==> config.mk <==
export PLATFORM = sky130hd
export DESIGN_NAME = kmnca_ram
export DESIGN_NICKNAME = d
export VERILOG_FILES = /design/src/design/kmnca_ram.sv
export SDC_FILE = /design/constraint.sdc
export NUM_CORES = 1
export LEC_CHECK = 0
export BUFFER_PORTS_ARGS = -buffer_cell sky130_fd_sc_hd__buf_2
export CORE_ASPECT_RATIO = 0.9
export CORE_MARGIN = 4
export CORE_UTILIZATION = 65
export CTS_BUF_LIST = sky130_fd_sc_hd__clkbuf_8
export CTS_CLUSTER_SIZE = 28
export DETAILED_ROUTE_END_ITERATION = 12
export MAX_ROUTING_LAYER = met4
export PLACE_DENSITY = 0.8
export SYNTH_ARGS = -nofsm -noshare
export SYNTH_HDL_FRONTEND = slang
export SYNTH_SLANG_ARGS = --single-unit
==> constraint.sdc <==
create_clock -name clk -period 5.8 [get_ports clk]
set_input_delay 0.29 -clock clk [delete_from_list [all_inputs] [get_ports clk]]
set_output_delay 0.29 -clock clk [all_outputs]
set_load 0.01 [all_outputs]
==> src/design/kmnca_ram.sv <==
module kmnca_ram #(
    parameter int WIDTH  = 16,
    parameter int DEPTH  = 16,
    parameter int ADDR_W = (DEPTH > 1) ? $clog2(DEPTH) : 1
)(
    input  logic              clk,
    input  logic              we,
    input  logic [ADDR_W-1:0] waddr,
    input  logic [WIDTH-1:0]  wdata,
    input  logic [ADDR_W-1:0] raddr,
    output logic [WIDTH-1:0]  rdata
);

    logic [WIDTH-1:0] mem [DEPTH];
    logic [WIDTH-1:0] rdata_reg;

    always_ff @(posedge clk)
    begin
        if (we)
        begin
            mem[waddr] <= wdata;
        end
        rdata_reg <= mem[raddr];
    end

    assign rdata = rdata_reg;

endmodule

Word level (Yosys, flattened, before mapping)
Memory sizes are Yosys's and may differ from the RTL's. A register that Yosys moved wholly into a read port is not among the register bits.
Index checks and enable logic that the tools add are counted.
{ "totals": {"latch_bits": 0, "output_inout_bits": 16, "regBits": 0, "romBits": 0, "in_bits": 26, "memories": 1, "word_cells": 3, "ram_bits": 256} }
{ "memory_table": {"columns": ["name", "words", "width", "rd", "rd_ports_with_merged_regs", "write_ports", "line_no", "source"], "rows": [
  ["mem", 16, 16, 1, 1, 1, "14", "logic [WIDTH-1:0] mem [DEPTH];"]
]} }
{ "op_classes": {"n_addsub": 0, "n_shift": 0, "n_mul": 0, "bitwise": 0, "n_div": 0, "n_eq_ne": 0, "mux": 2, "n_lt_le_gt_ge": 0, "n_reduce_logical": 0} }
{ "op_table": {"columns": ["op", "n"], "rows": [
  ["$mux 1", 2]
]} }

Depth between registers and ports, before layout
{ "logic_depth": {"word_depth": 2, "mapped_depth": 5} }

Least setup slack after synthesis
OpenSTA, ideal clock, no wires.
{ "synth_path": {"path_type": "input to register", "start": "input waddr[2]", "end": "memory mem[0][0], enable pin", "n_path_buf": 0, "required_time_ps": 5391, "path_slack_ps": 3455, "setup_ps": 409, "arrival_time_ps": 1936, "stages": 2, "path_cell_list": "or3b_2 nor3_1"} }
{ "synth_rtl": {"columns": ["element", "line_no", "source"], "rows": [
  ["from (decl)", "8", "input logic [ADDR_W-1:0] waddr,"],
  ["to (decl)", "14", null]
]} }
Straight into the memory's write port.

==> metrics <==
Netlist Area Pre-Place 10000 sq um; reg-to-reg startpoint mem[0][1]$_DFFE_PP_; share of cells above drive strength 1 34.6%; worst-path cell chain buf_4 > buf_4 > mux4_1 > a22oi_1 > nand2_1; reg2reg end rdata[1]$_DFF_P_; path category of the worst min-delay check in2reg; die area 17500 sq um; Synth Warn # 0; post-CTS sizing 0; Post-Synth Adder-Cell Area 0%; initial antenna violation count 0; clock power share 38.9%; crit path max-delay cell type mux4_1; XOR/XNOR Fraction of Synth Area 0%; Int Power 3120 uW; Peak Freq 498 MHz; critical path capture point type register; DR iter-0 viols 493; detailed-route DRC error count 0; post-route minimum period 2.01 ns; P_leak 0.00380 uW; IO Pins 42; Yosys top cell area share 76.5%; WL/cell 27.4 microns; via count 4840; register bit count reported by yosys 272; RSZ-0062 raised after global routing no; Tightest Pin Transition 1.28 ns; # H-tree levels 2; top post-synthesis cells by area edfxtp_1, mux4_2, dfxtp_1; # fillers 807; crit-path max FO 40; outcome complete, no violations; Req. time, crit path 6.20 ns; final core utilization 76.2%; path depth of the worst reg2reg path 3; Core Footprint 14900 sq um; HP Start wdata[13]; die width 139 microns; CTS Buffer Depth 3; Hold EP mem[0][13]$_DFFE_PP_; first-pass GRT wire length 30700 microns; Power Dens Cells 346 nW/um^2; GRT overflow 0; Final GP Congestion 0.777; vias per cell 6.53; # diodes 0; sw frac 20.6%; Final Hold Vio Count 0; reg-to-reg slack, setup 4.43 ns; largest stage delay on the critical path 0.63 ns; Sequential Power Share 56.1%; clk sinks 272; critical setup path kind in2reg; first-pass iteration count of the detailed router 4; Hold Slack 0.129 ns; largest family of logic cells by synthesized area multiplexers; Initial Util 67.3%; CTS Buf Count 40; Max Cap Violations 0; post-DP HPWL 10600 microns; fin. max-slew vios 0; Worst setup SP type primary input; Synth Area in Simple Gates 1.92%; PortBufs 41; Setup Buffers After CTS 0; NetSw 813 uW; Hold Buf Count CTS 0; Layout Nets 539; clk_lat worst skew 0.53 ns; # rows 42; Avg Cell Area, Syn 23.2 sq um; clock skew 0.0146 ns; Tcrit/Tclk final 34.6%; final WL 20300 microns; cells after synthesis 432; vias in the first global route 4959; syn_nets 458; clock-pin slew on the worst setup and hold paths 0.07 ns; logic gate share of total power 4.9%; DRT antenna net count 0; Slew HR 14.3%; Clock Tree Root clkbuf_8; final setup violation count 0; Yosys top cell by area edfxtp_1; CP arrival 2.41 ns; Die H 126 microns; area grow syn2layout 13.3%; setup_tns 0 ns; Netlist cell types 19; Largest register FFs 256; Max VDD drop 0.200 mV; register area share after synthesis 79.7%; mux share of post-synthesis cell area 14.7%; largest net degree at the start of global routing 65; TritonCTS clock tree yes; Overall Global Routing Usage 25.0%; Compound-Gate Fraction of Synth Area 2.39%; WHS Path Cells 1; most used cell, CP buf_4
==> final cells by class <==
class / count / area [sq um] / area share [%]
Sequential cell: 272 / 8010 / 70.4
Multi-Input combinational cell: 139 / 1960 / 17.2
Clock buffer: 45 / 619 / 5.44
Timing Repair Buffer: 60 / 350 / 3.08
Tap cell: 198 / 248 / 2.18
Clock inverter: 27 / 191 / 1.68
==> how the worst max path moves through the flow <==
stage / startpoint / depth (start not counted) / to
after floorplan: waddr[2] / 2 / mem[0][0]$_DFFE_PP_
final: raddr[0] / 5 / rdata[11]$_DFF_P_
after global placement: raddr[0] / 5 / rdata[11]$_DFF_P_
after detailed placement: raddr[0] / 5 / rdata[11]$_DFF_P_
after CTS: raddr[0] / 5 / rdata[11]$_DFF_P_
after global routing: raddr[0] / 5 / rdata[11]$_DFF_P_
==> cell usage in the layout (no fill, tap or decap) <==
cell | netlist | layout
and2_1 | 1 | 1
nand3_1 | 1 | 1
clkinv_1 | 0 | 4
nand3b_1 | 2 | 2
clkinv_2 | 0 | 9
nor2_2 | 0 | 12
a22oi_1 | 32 | 32
nor2b_1 | 2 | 2
nor2_1 | 13 | 1
buf_2 | 3 | 40
bufinv_16 | 0 | 3
buf_4 | 3 | 20
dfxtp_1 | 16 | 16
or3b_2 | 1 | 1
edfxtp_1 | 256 | 256
clkbuf_8 | 0 | 45
mux4_2 | 54 | 54
nand2_1 | 17 | 17
mux4_1 | 10 | 10
nor3_2 | 0 | 4
nand2b_1 | 2 | 2
inv_1 | 0 | 11
==> synth_stat cells <==
library cell,n
buf_2,3
nor3_1,4
and2_1,1
a22oi_1,32
or3b_2,1
nor2b_1,2
nand3_1,1
dfxtp_1,16
mux4_2,54
edfxtp_1,256
nand2_1,17
mux4_1,10
nor2_1,13
nand2b_1,2
nand3b_1,2
buf_4,3
buf_1,3
buf_6,4
clkbuf_1,8
==> per-layer routing <==
layer	share of wire, %	wire, microns	GRT usage, %	vias to the layer above
met1	40	8070	36.3	2535
met5	0	0	-	-
met2	48	9730	37.0	256
met3	9.6	1950	4.21	42
met4	2.6	519	9.15	0
li1	-	-	-	2007
==> cell families after synthesis <==
family	after synthesis
buf+inv	21
simple gates	43
compound gates	32
mux	64
flops	272
==> power by group through the flow <==
stage / sequential (uW) / clock [uW] / combinational [uW]
floorplan: 2250 / 0 / 107
CTS: 2210 / 1550 / 195
finish: 2210 / 1530 / 194
global placement: 2250 / 0 / 186
detailed placement: 2250 / 0 / 194
global route: 2210 / 1660 / 209
==> metrics by stage <==
step / total power (uW) / cells / worst slack, ns / instance area, sq um
after CTS: 3960 / 741 / 3.76 / 11400
after global placement: 2440 / 669 / 3.29 / 10600
final: 3940 / 741 / 3.79 / 11400
after global routing: 4080 / 741 / 3.58 / 11400
after detailed placement: 2450 / 669 / 3.19 / 10600
after floorplan: 2360 / 432 / 3.45 / 10000
==> worst max-delay path: cells and delay by family <==
| kind | cells | cell delay (ns) |
|---|---|---|
| compound gates | 1 | 0.20 |
| simple gates | 1 | 0.08 |
| buf+inv | 2 | 1.15 |
| mux | 1 | 0.63 |
No activity file was read; power rests on OpenSTA's default activity.
